### src/design/trp_pkg.sv
`default_nettype none

package trp_pkg;

    // Field widths fixed by the stream format
    localparam int NET_W = 10;
    localparam int COL_W = 8;

    // Defaults for the top-level parameters
    localparam int DEF_NET_ID_BITS = 10;
    localparam int DEF_COLUMN_BITS = 8;

    // Slave-side tdata layout: six net IDs, lowest field first, padded to 64 bits
    localparam int S_TDATA_W = 64;
    localparam int S_TUSER_W = 3;
    localparam int OFS_P_SOURCE = 0;
    localparam int OFS_P_DRAIN  = OFS_P_SOURCE + NET_W;
    localparam int OFS_P_GATE   = OFS_P_DRAIN + NET_W;
    localparam int OFS_N_SOURCE = OFS_P_GATE + NET_W;
    localparam int OFS_N_DRAIN  = OFS_N_SOURCE + NET_W;
    localparam int OFS_N_GATE   = OFS_N_DRAIN + NET_W;

    // Slave-side tuser bits
    localparam int USR_START_CELL = 0;
    localparam int USR_P_VALID    = 1;
    localparam int USR_N_VALID    = 2;

    // Master-side layout: three columns in tdata, overflow flag in tuser
    localparam int M_TDATA_W = 3 * COL_W;
    localparam int M_TUSER_W = 1;
    localparam int OFS_P_COLUMN = 0;
    localparam int OFS_N_COLUMN = OFS_P_COLUMN + COL_W;
    localparam int OFS_WIDTH    = OFS_N_COLUMN + COL_W;
    localparam int USR_OVERFLOW = 0;

    // Queue between front and back
    localparam int QUEUE_DEPTH = 2;
    localparam int PTR_W       = $clog2(QUEUE_DEPTH);
    localparam int CNT_W       = $clog2(QUEUE_DEPTH + 1);

    // One classified transaction as it waits in the queue
    typedef struct packed {
        logic             start_cell;
        logic             p_valid;
        logic             n_valid;
        logic             pair;
        logic [NET_W-1:0] p_source;
        logic [NET_W-1:0] p_drain;
        logic [NET_W-1:0] p_gate;
        logic [NET_W-1:0] n_source;
        logic [NET_W-1:0] n_drain;
        logic [NET_W-1:0] n_gate;
    } t_item;

    // One placement result
    typedef struct packed {
        logic [COL_W-1:0] p_column;
        logic [COL_W-1:0] n_column;
        logic [COL_W-1:0] width_so_far;
        logic             overflow;
    } t_result;

endpackage

`default_nettype wire

### src/design/transistor_row_placer_unit.sv
`default_nettype none

// Channel   Dir  Signals                         Payload
// s_axis    in   tvalid/tready/tdata/tuser       one device pair or single-row device
// m_axis    out  tvalid/tready/tdata/tuser       columns, width so far, overflow
//
// One transaction per cycle sustained in both directions while m_axis tready stays high.
// An accepted input transaction passes through the front register, the two-entry queue,
// then the placement stage with its output register, to become a result.
// Reset clears all placement state and empties every stage.
// The front keeps accepting while a result waits on m_axis, until the queue and the front register are both full.

module transistor_row_placer_unit
    import trp_pkg::*;
#(
    parameter int NET_ID_BITS = DEF_NET_ID_BITS,
    parameter int COLUMN_BITS = DEF_COLUMN_BITS
) (
    input  wire logic                 i_clk,
    input  wire logic                 i_rst_n,
    input  wire logic                 i_s_axis_tvalid,
    output logic                      o_s_axis_tready,
    // p_source, p_drain, p_gate, n_source, n_drain, n_gate, zero pad
    input  wire logic [S_TDATA_W-1:0] i_s_axis_tdata,
    // start_cell, p_valid, n_valid
    input  wire logic [S_TUSER_W-1:0] i_s_axis_tuser,
    output logic                      o_m_axis_tvalid,
    input  wire logic                 i_m_axis_tready,
    // p_column, n_column, width_so_far
    output logic [M_TDATA_W-1:0]      o_m_axis_tdata,
    // overflow
    output logic [M_TUSER_W-1:0]      o_m_axis_tuser
);

    logic    fr_vld;
    logic    q_rdy;
    t_item   fr_item;
    logic    q_vld;
    logic    bk_rdy;
    t_item   q_item;
    t_result bk_result;

    trp_front #(
        .NET_ID_BITS(NET_ID_BITS)
    ) u_front (
        .i_clk           (i_clk),
        .i_rst_n         (i_rst_n),
        .i_s_axis_tvalid (i_s_axis_tvalid),
        .o_s_axis_tready (o_s_axis_tready),
        .i_s_axis_tdata  (i_s_axis_tdata),
        .i_s_axis_tuser  (i_s_axis_tuser),
        .o_vld           (fr_vld),
        .i_rdy           (q_rdy),
        .o_item          (fr_item)
    );

    trp_queue u_queue (
        .i_clk     (i_clk),
        .i_rst_n   (i_rst_n),
        .i_wr_vld  (fr_vld),
        .o_wr_rdy  (q_rdy),
        .i_wr_item (fr_item),
        .o_rd_vld  (q_vld),
        .i_rd_rdy  (bk_rdy),
        .o_rd_item (q_item)
    );

    trp_back #(
        .COLUMN_BITS(COLUMN_BITS)
    ) u_back (
        .i_clk    (i_clk),
        .i_rst_n  (i_rst_n),
        .i_vld    (q_vld),
        .o_rdy    (bk_rdy),
        .i_item   (q_item),
        .o_vld    (o_m_axis_tvalid),
        .i_rdy    (i_m_axis_tready),
        .o_result (bk_result)
    );

    // Pack the result
    assign o_m_axis_tdata[OFS_P_COLUMN +: COL_W] = bk_result.p_column;
    assign o_m_axis_tdata[OFS_N_COLUMN +: COL_W] = bk_result.n_column;
    assign o_m_axis_tdata[OFS_WIDTH +: COL_W]    = bk_result.width_so_far;
    assign o_m_axis_tuser[USR_OVERFLOW]          = bk_result.overflow;

    // A front entry blocked by a full queue is neither lost nor altered
    a_front_hold: assert property (@(posedge i_clk) disable iff (!i_rst_n)
        fr_vld && !q_rdy |=> fr_vld && $stable(fr_item))
        else $error("front entry changed while queue was full");

    // A queued entry stays available while the back stage is stalled
    a_queue_hold: assert property (@(posedge i_clk) disable iff (!i_rst_n)
        q_vld && !bk_rdy |=> q_vld && $stable(q_item))
        else $error("queue head changed while back stage stalled");

    // The back stage only stalls when a result is waiting on the master side
    a_back_stall: assert property (@(posedge i_clk) disable iff (!i_rst_n)
        !bk_rdy |-> o_m_axis_tvalid && !i_m_axis_tready)
        else $error("back stage stalled without output backpressure");

    // Reset empties the output
    a_reset_out: assert property (@(posedge i_clk)
        !i_rst_n |=> !o_m_axis_tvalid)
        else $error("result valid right after reset");

endmodule

`default_nettype wire

### src/design/trp_front.sv
`default_nettype none

module trp_front
    import trp_pkg::*;
#(
    parameter int NET_ID_BITS = DEF_NET_ID_BITS
) (
    input  wire logic                 i_clk,
    input  wire logic                 i_rst_n,
    input  wire logic                 i_s_axis_tvalid,
    output logic                      o_s_axis_tready,
    input  wire logic [S_TDATA_W-1:0] i_s_axis_tdata,
    input  wire logic [S_TUSER_W-1:0] i_s_axis_tuser,
    output logic                      o_vld,
    input  wire logic                 i_rdy,
    output t_item                     o_item
);

    // Only the low bits of a net ID take part in compares
    localparam int NCMP = (NET_ID_BITS < NET_W) ? NET_ID_BITS : NET_W;

    logic  r_vld;
    t_item r_item;
    t_item n_item;
    logic  w_accept;

    function automatic logic [NET_W-1:0] net_mask(input logic [NET_W-1:0] x);
        return NET_W'(x[NCMP-1:0]);
    endfunction

    // Unpack and classify the incoming transaction
    always_comb begin
        n_item.start_cell = i_s_axis_tuser[USR_START_CELL];
        n_item.p_valid    = i_s_axis_tuser[USR_P_VALID];
        n_item.n_valid    = i_s_axis_tuser[USR_N_VALID];
        n_item.pair       = i_s_axis_tuser[USR_P_VALID] & i_s_axis_tuser[USR_N_VALID];
        n_item.p_source   = net_mask(i_s_axis_tdata[OFS_P_SOURCE +: NET_W]);
        n_item.p_drain    = net_mask(i_s_axis_tdata[OFS_P_DRAIN +: NET_W]);
        n_item.p_gate     = net_mask(i_s_axis_tdata[OFS_P_GATE +: NET_W]);
        n_item.n_source   = net_mask(i_s_axis_tdata[OFS_N_SOURCE +: NET_W]);
        n_item.n_drain    = net_mask(i_s_axis_tdata[OFS_N_DRAIN +: NET_W]);
        n_item.n_gate     = net_mask(i_s_axis_tdata[OFS_N_GATE +: NET_W]);
    end

    assign o_s_axis_tready = !r_vld || i_rdy;
    assign w_accept        = i_s_axis_tvalid && o_s_axis_tready;

    // Hold the classified transaction until the queue takes it
    always_ff @(posedge i_clk) begin
        if (!i_rst_n) begin
            r_vld <= 1'b0;
        end else if (w_accept) begin
            r_vld <= 1'b1;
        end else if (i_rdy) begin
            r_vld <= 1'b0;
        end
    end

    always_ff @(posedge i_clk) begin
        if (w_accept) begin
            r_item <= n_item;
        end
    end

    assign o_vld  = r_vld;
    assign o_item = r_item;

endmodule

`default_nettype wire

### src/design/trp_queue.sv
`default_nettype none

module trp_queue
    import trp_pkg::*;
(
    input  wire logic  i_clk,
    input  wire logic  i_rst_n,
    input  wire logic  i_wr_vld,
    output logic       o_wr_rdy,
    input  wire t_item i_wr_item,
    output logic       o_rd_vld,
    input  wire logic  i_rd_rdy,
    output t_item      o_rd_item
);

    t_item            r_mem [QUEUE_DEPTH];
    logic [PTR_W-1:0] r_wr_ptr;
    logic [PTR_W-1:0] r_rd_ptr;
    logic [CNT_W-1:0] r_count;
    logic             w_push;
    logic             w_pop;

    function automatic logic [PTR_W-1:0] ptr_inc(input logic [PTR_W-1:0] p);
        return (p == PTR_W'(QUEUE_DEPTH - 1)) ? '0 : p + PTR_W'(1);
    endfunction

    assign o_wr_rdy  = (r_count != CNT_W'(QUEUE_DEPTH));
    assign o_rd_vld  = (r_count != '0);
    assign o_rd_item = r_mem[r_rd_ptr];
    assign w_push    = i_wr_vld && o_wr_rdy;
    assign w_pop     = o_rd_vld && i_rd_rdy;

    // Advance pointers and occupancy
    always_ff @(posedge i_clk) begin
        if (!i_rst_n) begin
            r_wr_ptr <= '0;
            r_rd_ptr <= '0;
            r_count  <= '0;
        end else begin
            if (w_push) begin
                r_wr_ptr <= ptr_inc(r_wr_ptr);
            end
            if (w_pop) begin
                r_rd_ptr <= ptr_inc(r_rd_ptr);
            end
            if (w_push && !w_pop) begin
                r_count <= r_count + CNT_W'(1);
            end else if (w_pop && !w_push) begin
                r_count <= r_count - CNT_W'(1);
            end
        end
    end

    // Store the entry
    always_ff @(posedge i_clk) begin
        if (w_push) begin
            r_mem[r_wr_ptr] <= i_wr_item;
        end
    end

endmodule

`default_nettype wire

### src/design/trp_back.sv
`default_nettype none

module trp_back
    import trp_pkg::*;
#(
    parameter int COLUMN_BITS = DEF_COLUMN_BITS
) (
    input  wire logic  i_clk,
    input  wire logic  i_rst_n,
    input  wire logic  i_vld,
    output logic       o_rdy,
    input  wire t_item i_item,
    output logic       o_vld,
    input  wire logic  i_rdy,
    output t_result    o_result
);

    localparam int CW  = COLUMN_BITS;
    localparam int EXT = (CW > COL_W) ? CW : COL_W;
    localparam logic [CW-1:0] COL_MAX = {CW{1'b1}};

    // Placement state
    logic [CW-1:0]    r_nxp, r_nxn;
    logic [NET_W-1:0] r_prn, r_nrn;
    logic [CW-1:0]    r_ppc, r_pnc;
    logic [NET_W-1:0] r_ppg, r_png;
    logic             r_hp, r_hn;
    logic [CW-1:0]    r_max;
    logic             r_ovf;

    // State after an optional start-of-cell clear
    logic [CW-1:0]    e_nxp, e_nxn;
    logic [NET_W-1:0] e_prn, e_nrn;
    logic [CW-1:0]    e_ppc, e_pnc;
    logic [NET_W-1:0] e_ppg, e_png;
    logic             e_hp, e_hn;
    logic [CW-1:0]    e_max;
    logic             e_ovf;

    // Next state
    logic [CW-1:0]    n_nxp, n_nxn;
    logic [NET_W-1:0] n_prn, n_nrn;
    logic [CW-1:0]    n_ppc, n_pnc;
    logic [NET_W-1:0] n_ppg, n_png;
    logic             n_hp, n_hn;
    logic [CW-1:0]    n_max;
    logic             n_ovf;

    logic             p_skip, n_skip1, n_skip2;
    logic [CW-1:0]    p_x, p_next, n_x1, n_x, n_next, m1;
    logic             o1, o2, o3, o4, o5;
    logic [CW-1:0]    w_pcol, w_ncol;

    logic             r_out_vld;
    t_result          r_out;
    t_result          n_out;
    logic             w_take;

    // Saturating increment: {saturated, value}
    function automatic logic [CW:0] bump(input logic [CW-1:0] x);
        if (x == COL_MAX) begin
            return {1'b1, COL_MAX};
        end
        return {1'b0, x + CW'(1)};
    endfunction

    function automatic logic [COL_W-1:0] to_out(input logic [CW-1:0] x);
        logic [EXT-1:0] w;
        w = EXT'(x);
        return w[COL_W-1:0];
    endfunction

    // Clear the running state on the first transaction of a cell
    always_comb begin
        if (i_item.start_cell) begin
            e_nxp = CW'(1);
            e_nxn = CW'(1);
            e_prn = '0;
            e_nrn = '0;
            e_ppc = '0;
            e_pnc = '0;
            e_ppg = '0;
            e_png = '0;
            e_hp  = 1'b0;
            e_hn  = 1'b0;
            e_max = '0;
            e_ovf = 1'b0;
        end else begin
            e_nxp = r_nxp;
            e_nxn = r_nxn;
            e_prn = r_prn;
            e_nrn = r_nrn;
            e_ppc = r_ppc;
            e_pnc = r_pnc;
            e_ppg = r_ppg;
            e_png = r_png;
            e_hp  = r_hp;
            e_hn  = r_hn;
            e_max = r_max;
            e_ovf = r_ovf;
        end
    end

    // Place the PMOS device, then the NMOS device
    always_comb begin
        p_skip = e_hp && ((i_item.p_source != e_prn) ||
                 (i_item.pair && e_hn && (e_nxp == e_pnc) && (e_png != i_item.p_gate)));
        if (p_skip) begin
            {o1, p_x} = bump(e_nxp);
        end else begin
            {o1, p_x} = {1'b0, e_nxp};
        end
        {o2, p_next} = bump(p_x);

        n_skip1 = e_hn && ((i_item.n_source != e_nrn) ||
                  (i_item.pair && e_hp && (e_nxn == e_ppc) && (e_ppg != i_item.n_gate)));
        if (n_skip1) begin
            {o3, n_x1} = bump(e_nxn);
        end else begin
            {o3, n_x1} = {1'b0, e_nxn};
        end
        n_skip2 = i_item.pair && (n_x1 == p_x) && (i_item.p_gate != i_item.n_gate);
        if (n_skip2) begin
            {o4, n_x} = bump(n_x1);
        end else begin
            {o4, n_x} = {1'b0, n_x1};
        end
        {o5, n_next} = bump(n_x);

        w_pcol = i_item.p_valid ? p_x : '0;
        w_ncol = i_item.n_valid ? n_x : '0;

        m1    = (i_item.p_valid && (p_x > e_max)) ? p_x : e_max;
        n_max = (i_item.n_valid && (n_x > m1)) ? n_x : m1;
        n_ovf = e_ovf || (i_item.p_valid && (o1 || o2)) ||
                (i_item.n_valid && (o3 || o4 || o5));
    end

    // Update per-row history
    always_comb begin
        n_nxp = e_nxp;
        n_prn = e_prn;
        n_ppc = e_ppc;
        n_ppg = e_ppg;
        n_hp  = e_hp;
        n_nxn = e_nxn;
        n_nrn = e_nrn;
        n_pnc = e_pnc;
        n_png = e_png;
        n_hn  = e_hn;
        if (i_item.p_valid) begin
            n_nxp = p_next;
            n_prn = i_item.p_drain;
            n_ppc = p_x;
            n_ppg = i_item.p_gate;
            n_hp  = 1'b1;
        end
        if (i_item.n_valid) begin
            n_nxn = n_next;
            n_nrn = i_item.n_drain;
            n_pnc = n_x;
            n_png = i_item.n_gate;
            n_hn  = 1'b1;
        end
        n_out.p_column     = to_out(w_pcol);
        n_out.n_column     = to_out(w_ncol);
        n_out.width_so_far = to_out(n_max);
        n_out.overflow     = n_ovf;
    end

    assign o_rdy  = !r_out_vld || i_rdy;
    assign w_take = i_vld && o_rdy;

    // Commit state on each consumed transaction
    always_ff @(posedge i_clk) begin
        if (!i_rst_n) begin
            r_nxp <= CW'(1);
            r_nxn <= CW'(1);
            r_prn <= '0;
            r_nrn <= '0;
            r_ppc <= '0;
            r_pnc <= '0;
            r_ppg <= '0;
            r_png <= '0;
            r_hp  <= 1'b0;
            r_hn  <= 1'b0;
            r_max <= '0;
            r_ovf <= 1'b0;
        end else if (w_take) begin
            r_nxp <= n_nxp;
            r_nxn <= n_nxn;
            r_prn <= n_prn;
            r_nrn <= n_nrn;
            r_ppc <= n_ppc;
            r_pnc <= n_pnc;
            r_ppg <= n_ppg;
            r_png <= n_png;
            r_hp  <= n_hp;
            r_hn  <= n_hn;
            r_max <= n_max;
            r_ovf <= n_ovf;
        end
    end

    // Output register
    always_ff @(posedge i_clk) begin
        if (!i_rst_n) begin
            r_out_vld <= 1'b0;
        end else if (w_take) begin
            r_out_vld <= 1'b1;
        end else if (i_rdy) begin
            r_out_vld <= 1'b0;
        end
    end

    always_ff @(posedge i_clk) begin
        if (w_take) begin
            r_out <= n_out;
        end
    end

    assign o_vld    = r_out_vld;
    assign o_result = r_out;

endmodule

`default_nettype wire

### config.mk
export PLATFORM = sky130hd
export DESIGN_NAME = transistor_row_placer_unit
export DESIGN_NICKNAME = d
export VERILOG_FILES = /design/src/design/trp_pkg.sv /design/src/design/transistor_row_placer_unit.sv /design/src/design/trp_front.sv /design/src/design/trp_queue.sv /design/src/design/trp_back.sv
export SDC_FILE = /design/constraint.sdc
export NUM_CORES = 1
export LEC_CHECK = 0
export BUFFER_PORTS_ARGS = -buffer_cell sky130_fd_sc_hd__buf_2
export CORE_UTILIZATION = 55
export DETAILED_ROUTE_END_ITERATION = 16
export HOLD_SLACK_MARGIN = 0.12
export PLACE_DENSITY_LB_ADDON = 0.15
export REMOVE_ABC_BUFFERS = 1
export SETUP_SLACK_MARGIN = 0.5
export SYNTH_ARGS = -nofsm -noshare
export SYNTH_HDL_FRONTEND = slang
export SYNTH_SLANG_ARGS = --single-unit
### constraint.sdc
create_clock -name i_clk -period 6.5 [get_ports i_clk]
set_input_delay 1.3 -clock i_clk [delete_from_list [all_inputs] [get_ports i_clk]]
set_output_delay 1.3 -clock i_clk [all_outputs]
set_load 0.05 [all_outputs]
Word level (Yosys, flattened, before mapping) --
Memory sizes are Yosys's and may differ from the RTL's. A register that Yosys moved wholly into a read port is not among the register bits. Index checks and enable logic that the tools add are counted.
Word-level totals: bits in registers 178, memory bits (writable) 128, memories kept 1
Memories:
- u_queue.r_mem | words 2, width 64, read ports 1, clocked after memory_dff 1, wr ports 1, line trp_queue.sv:16 | t_item r_mem [QUEUE_DEPTH];
Cells by class: $add $sub $neg 9, reduce and logical (&&, ||, !) cells 36, mux-type cells 60, bitwise gates (word level) 1, equal/unequal tests 14, $lt $le $gt $ge 2
Operators with widths (number):
- $mux W8 | 14
- $mux W9 | 10
- $mux W10 | 8
- $ne A10 B10 Y1 | 5
- $add A8 B1 Y8 const B | 5
- $eq A8 B8 Y1 const B | 5
- $mux W1 | 26
- $eq A8 B8 Y1 | 3
- $logic_and A1 B1 Y1 | 19
- $gt A8 B8 Y1 | 2
- $logic_or A1 B1 Y1 | 9
- $reduce_bool A2 Y1 | 4
- $logic_not A1 Y1 | 4
- $mux W2 | 2
- $add A1 B1 Y1 const B | 2
- $add A2 B1 Y2 const B | 1
- $ne A2 B2 Y1 const B | 1
- $sub A2 B1 Y2 const B | 1
- $and A1 B1 Y1 | 1

Logic depth before layout (Yosys ltp) --
depth in word-level cells 21, depth in mapped cells 37, mapped depth without buffers 32

Hierarchy --
A second synthesis with hierarchy kept.
Unflattened totals: cell total of the unflattened synthesis 1139, area, all modules 13950.9 um2
Modules (own cells, without submodules):
- trp_back | cells an instance 846, area each 7108.1 um2, seq. area each 2432.3 um2, times used 1
- trp_queue | cells an instance 223, area each 4857.2 um2, seq. area each 3943.8 um2, times used 1
- trp_front | cells an instance 70, area each 1985.7 um2, seq. area each 1941.9 um2, times used 1

Worst setup path before layout --
No wires, ideal clock.
kind register to register, from register with a tool-made name, to register u_back.r_max[1], stages on the path, launching flop included 33, data arrival time 6.580 ns, path slack -0.151 ns, data required time 6.430 ns, clock period less this slack 6.651 ns, cell sequence dfxtp_1 > buf_6 > buf_6 > buf_6 > mux2i_2 > buf_2 > clkbuf_1 > nand2_1 > inv_1 > ha_1 > nand2_1 > or3_1 > nor4_1 > a2111oi_0 > o2bb2ai_1 > or3_1 > o211ai_1 > nor4_4 > mux2i_1 > inv_1 > ha_1 > nor2b_1 > o21ai_0 > nand2b_1 > a21oi_1 > nor2_1 > a211oi_1 > nor3_1 > inv_1 > clkbuf_1 > mux2i_1 > nand2_1 > a21oi_1
RTL lines:
- to (signal assigned) | line trp_back.sv:200 | r_max <= n_max;
- to (decl) | line trp_back.sv:28 | logic [CW-1:0] r_max;

==> results.cfg <==
[status]
result_of_the_run = finished clean

[setup_path]
critical_path.endpoint_type = register
worst_path_arrival_time_ns = 6.38
rrSetupSlack_ns = 0.56
timing.setup.critical_path_class = register to register
worstPathRequired_ns = 6.94
reg2regPathDepth = 27
worst_setup_path_start_kind = register
rr_endpoint = u_back.r_max[1]
path_max_fanout = 6
worst_setup_path_endpoint = u_back.r_max[1]

[finish]
final_antenna_diode_count = 0
syn2layout_area_growth_pct = 23.0
design_area_um2 = 17500
num-nets-final = 1524
layout-drive-gt1-share = 0.250
fillCellCount = 1830

[routing]
finalWirelength_um = 35600
first_iter_violations = 951
drt.antenna.violating_nets = 0
route.detailed.wl_per_inst_um = 19.9
first_pass_iters = 8
drc = 0
vias_per_cell = 6.03
detailroute.via_count = 10800

[global_route]
grt_start_max_net_pins = 76
grt_first_pass_wirelength_um = 52300
globalRoute.totalOverflow = 0
antenna_found_initial = 1
number_of_global_route_vias_before_repair = 9768
groute.usage.overall = 0.256

[clock_network]
clock_tree_buf_depth = 3
insertion_delay_ns = 0.53
cts_sinks = 307
htree_num_levels = 2
register_clock_pin_slew_on_the_reported_worst_setup_and_hold_paths_ns = 0.06
cts_tree = yes
number_of_buffers_added_by_the_clock_tree_synthesis_step = 34
cts.hold.buffers_added = 0
buffer_cell_driving_the_clock_tree_root = clkbuf_16

[logic_synthesis]
synth_cell_type_count = 85
yosys_warnings = 0
post_synth_inst_count = 1235
seq_area_frac_synth = 0.585
synthesis.area_per_instance_um2 = 11.5
mappedNetlistArea_um2 = 14200
async_reset_ff_frac = 0
ff_latch_count_synth = 307
synth_edf_count = 217
synth-main-ff-cell = edfxtp_1

[sta]
rsz0062_at_grt = false
hold_ws_ns = 0.439
layout_min_cycle_time_ns = 5.94
number_of_failing_setup_endpoints_in_the_final_timing_report = 0
worstMarginPinSlew_ns = 1.17
timing.max_slew.rel_slack = 0.221
timing_max_transition_violations_final = 0
setup_skew_ns = 0.0191
hold_violations = 0
max_clock_freq_mhz = 168
timing.final.crit_share = 0.914

[power_and_ir_drop]
power.net_switching_mw = 2.68
total_power_mw = 7.39
max-vdd-ir-drop_mv = 0.341
p_seq_frac = 0.354
cell_internal_pwr_mw = 4.71
power_frac_clock = 0.260
cellPowerDensity_nw_per_um2 = 423
static-leakage-power_nw = 6.30
share_comb_of_total_power = 0.386
power.switching_fraction = 0.362

[die]
fp-row-count = 58
die_width_um = 163
fp.dieH_um = 163
die_area_um2 = 26500
boundaryPins = 98
start_util = 0.563
fp.coreArea_um2 = 25300

[place]
placement.cell_area_um2 = 15400
detailed_place_hpwl_um = 22000
routability_cong = 0.962
port_buffers = 93

[run]
max_cap_viol_count = 0

[worst_hold_path]
min_path_type = register to register
flip-flops by register name, indices dropped and copies added (netlist names), 10 cells and up, named ones only:
| register | flops |
|---|---|
| u_back.r_nrn | 10 |
| u_front.o_item | 64 |
| u_back.r_ppg | 10 |
| u_back.r_png | 10 |
| u_back.o_result | 25 |
| u_back.r_prn | 10 |
| u_queue.r_mem | 128 |
critical path: stages, from the launching register on:
cell	delay, ns
dfxtp_4	0.42
buf_8	0.15
buf_4	0.13
mux2i_4	0.27
buf_8	0.18
nand2_1	0.09
inv_1	0.09
ha_2	0.23
nand2_2	0.10
or3_4	0.45
o21ai_0	0.41
a2111oi_2	0.10
a211o_1	0.32
xnor2_2	0.19
nand4_4	0.17
or4_4	0.63
nor3_4	0.22
nor2_1	0.10
ha_1	0.20
a21o_1	0.15
a21o_1	0.19
a211oi_2	0.26
nor3_2	0.07
inv_1	0.10
buf_4	0.16
mux2i_2	0.24
nand2_1	0.08
a21oi_1	0.14
through the flow:
step                setup slack (ns)  TNS (ns)  utilization  std cells
detailed placement             0.359         0        0.610       1673
global placement               0.429         0        0.610       1673
CTS                            0.508         0        0.658       1745
global route                   0.267         0        0.692       1787
finish                         0.562         0        0.692       1787
floorplan                      -2.66    -72.43            -       1181
logic make-up after synthesis:
group                    share of synthesized area
AND/OR/NAND/NOR                              0.139
flip-flops                                   0.585
AO/OA/AOI/OAI                                0.131
buffers and inverters                       0.0308
multiplexers                                0.0591
XOR/XNOR                                    0.0349
adder cells (fa/ha/maj)                     0.0194
routing by layer:
layer	track usage	part of all wire
met1	0.350	0.42
met3	0.0479	0.082
met2	0.413	0.46
met4	0.0833	0.033
met5	0	0.00042
cell usage after synthesis, drive strengths merged (15+ instances only):
library cell / count / area share
o21ai: 48 / 0.018
dfxtp: 90 / 0.13
o22ai: 16 / 0.0075
buf: 15 / 0.0076
nor2: 138 / 0.037
xor2: 22 / 0.014
ha: 22 / 0.019
nand3: 23 / 0.0081
a21oi: 83 / 0.030
nand4: 17 / 0.0085
and2: 21 / 0.0092
inv: 49 / 0.013
edfxtp: 217 / 0.46
a22oi: 19 / 0.010
mux2i: 73 / 0.052
nand2: 82 / 0.022
xnor2: 33 / 0.021
nand2b: 18 / 0.0079
clkbuf: 39 / 0.010
power by group through the flow:
| stage | logic (mW) | registers (mW) | clock network [mW] |
|---|---|---|---|
| floorplan | 1.39 | 2.90 | 0 |
| global placement | 2.36 | 2.67 | 0 |
| detailed placement | 2.40 | 2.68 | 0 |
| CTS | 2.47 | 2.62 | 1.96 |
| global route | 3.06 | 2.64 | 2.03 |
| finish | 2.85 | 2.62 | 1.92 |
worst min-delay path by stage:
stage | start | endpoint | slack (ns) | cells past startpoint
6_report | u_front.o_item[15] | u_queue.r_mem[1][15] | 0.44 | 0
3_3_place_gp | u_front.o_item[62] | u_queue.r_mem[0][62] | 0.42 | 0
4_1_cts | u_front.o_item[15] | u_queue.r_mem[1][15] | 0.44 | 0
2_1_floorplan | u_front.o_item[0] | u_queue.r_mem[0][0] | 0.42 | 0
5_1_grt | u_front.o_item[14] | u_queue.r_mem[1][14] | 0.45 | 0
3_5_place_dp | u_front.o_item[28] | u_queue.r_mem[0][28] | 0.43 | 0
layout make-up:
cell class,count,area [µm²],share of cell area
multi-input cells,827,5940,0.340
clock buffers,47,940,0.0538
well taps,330,413,0.0236
flip-flops and latches,307,8320,0.476
repair buffers,212,1490,0.0854
inverters,49,184,0.0105
clock inverters,15,191,0.0110
what timing repair did:
action,CTS,global route
setup endpoints to repair,13,16
gates cloned,0,4
pin swaps,0,32
buffers inserted,10,38
resized for setup,0,101
cells in the final DEF, fill, tap and decap left out, types with 13 or more instances in the layout:
cell type and n:
mux2i_1 56, and2_1 18, nand3_1 23, o21ai_0 42
nor3b_1 13, nor2_1 131, xnor2_1 29, a22oi_1 19
ha_1 16, o22ai_1 15, dfxtp_1 89, nand2_1 79
edfxtp_1 217, inv_1 45, xor2_1 20, buf_4 103
clkbuf_16 36, o211ai_1 14, buf_2 93, nand2b_1 18
nand4_1 16, a21oi_1 74, a31oi_1 13
Power figures use the tool's default switching activity.
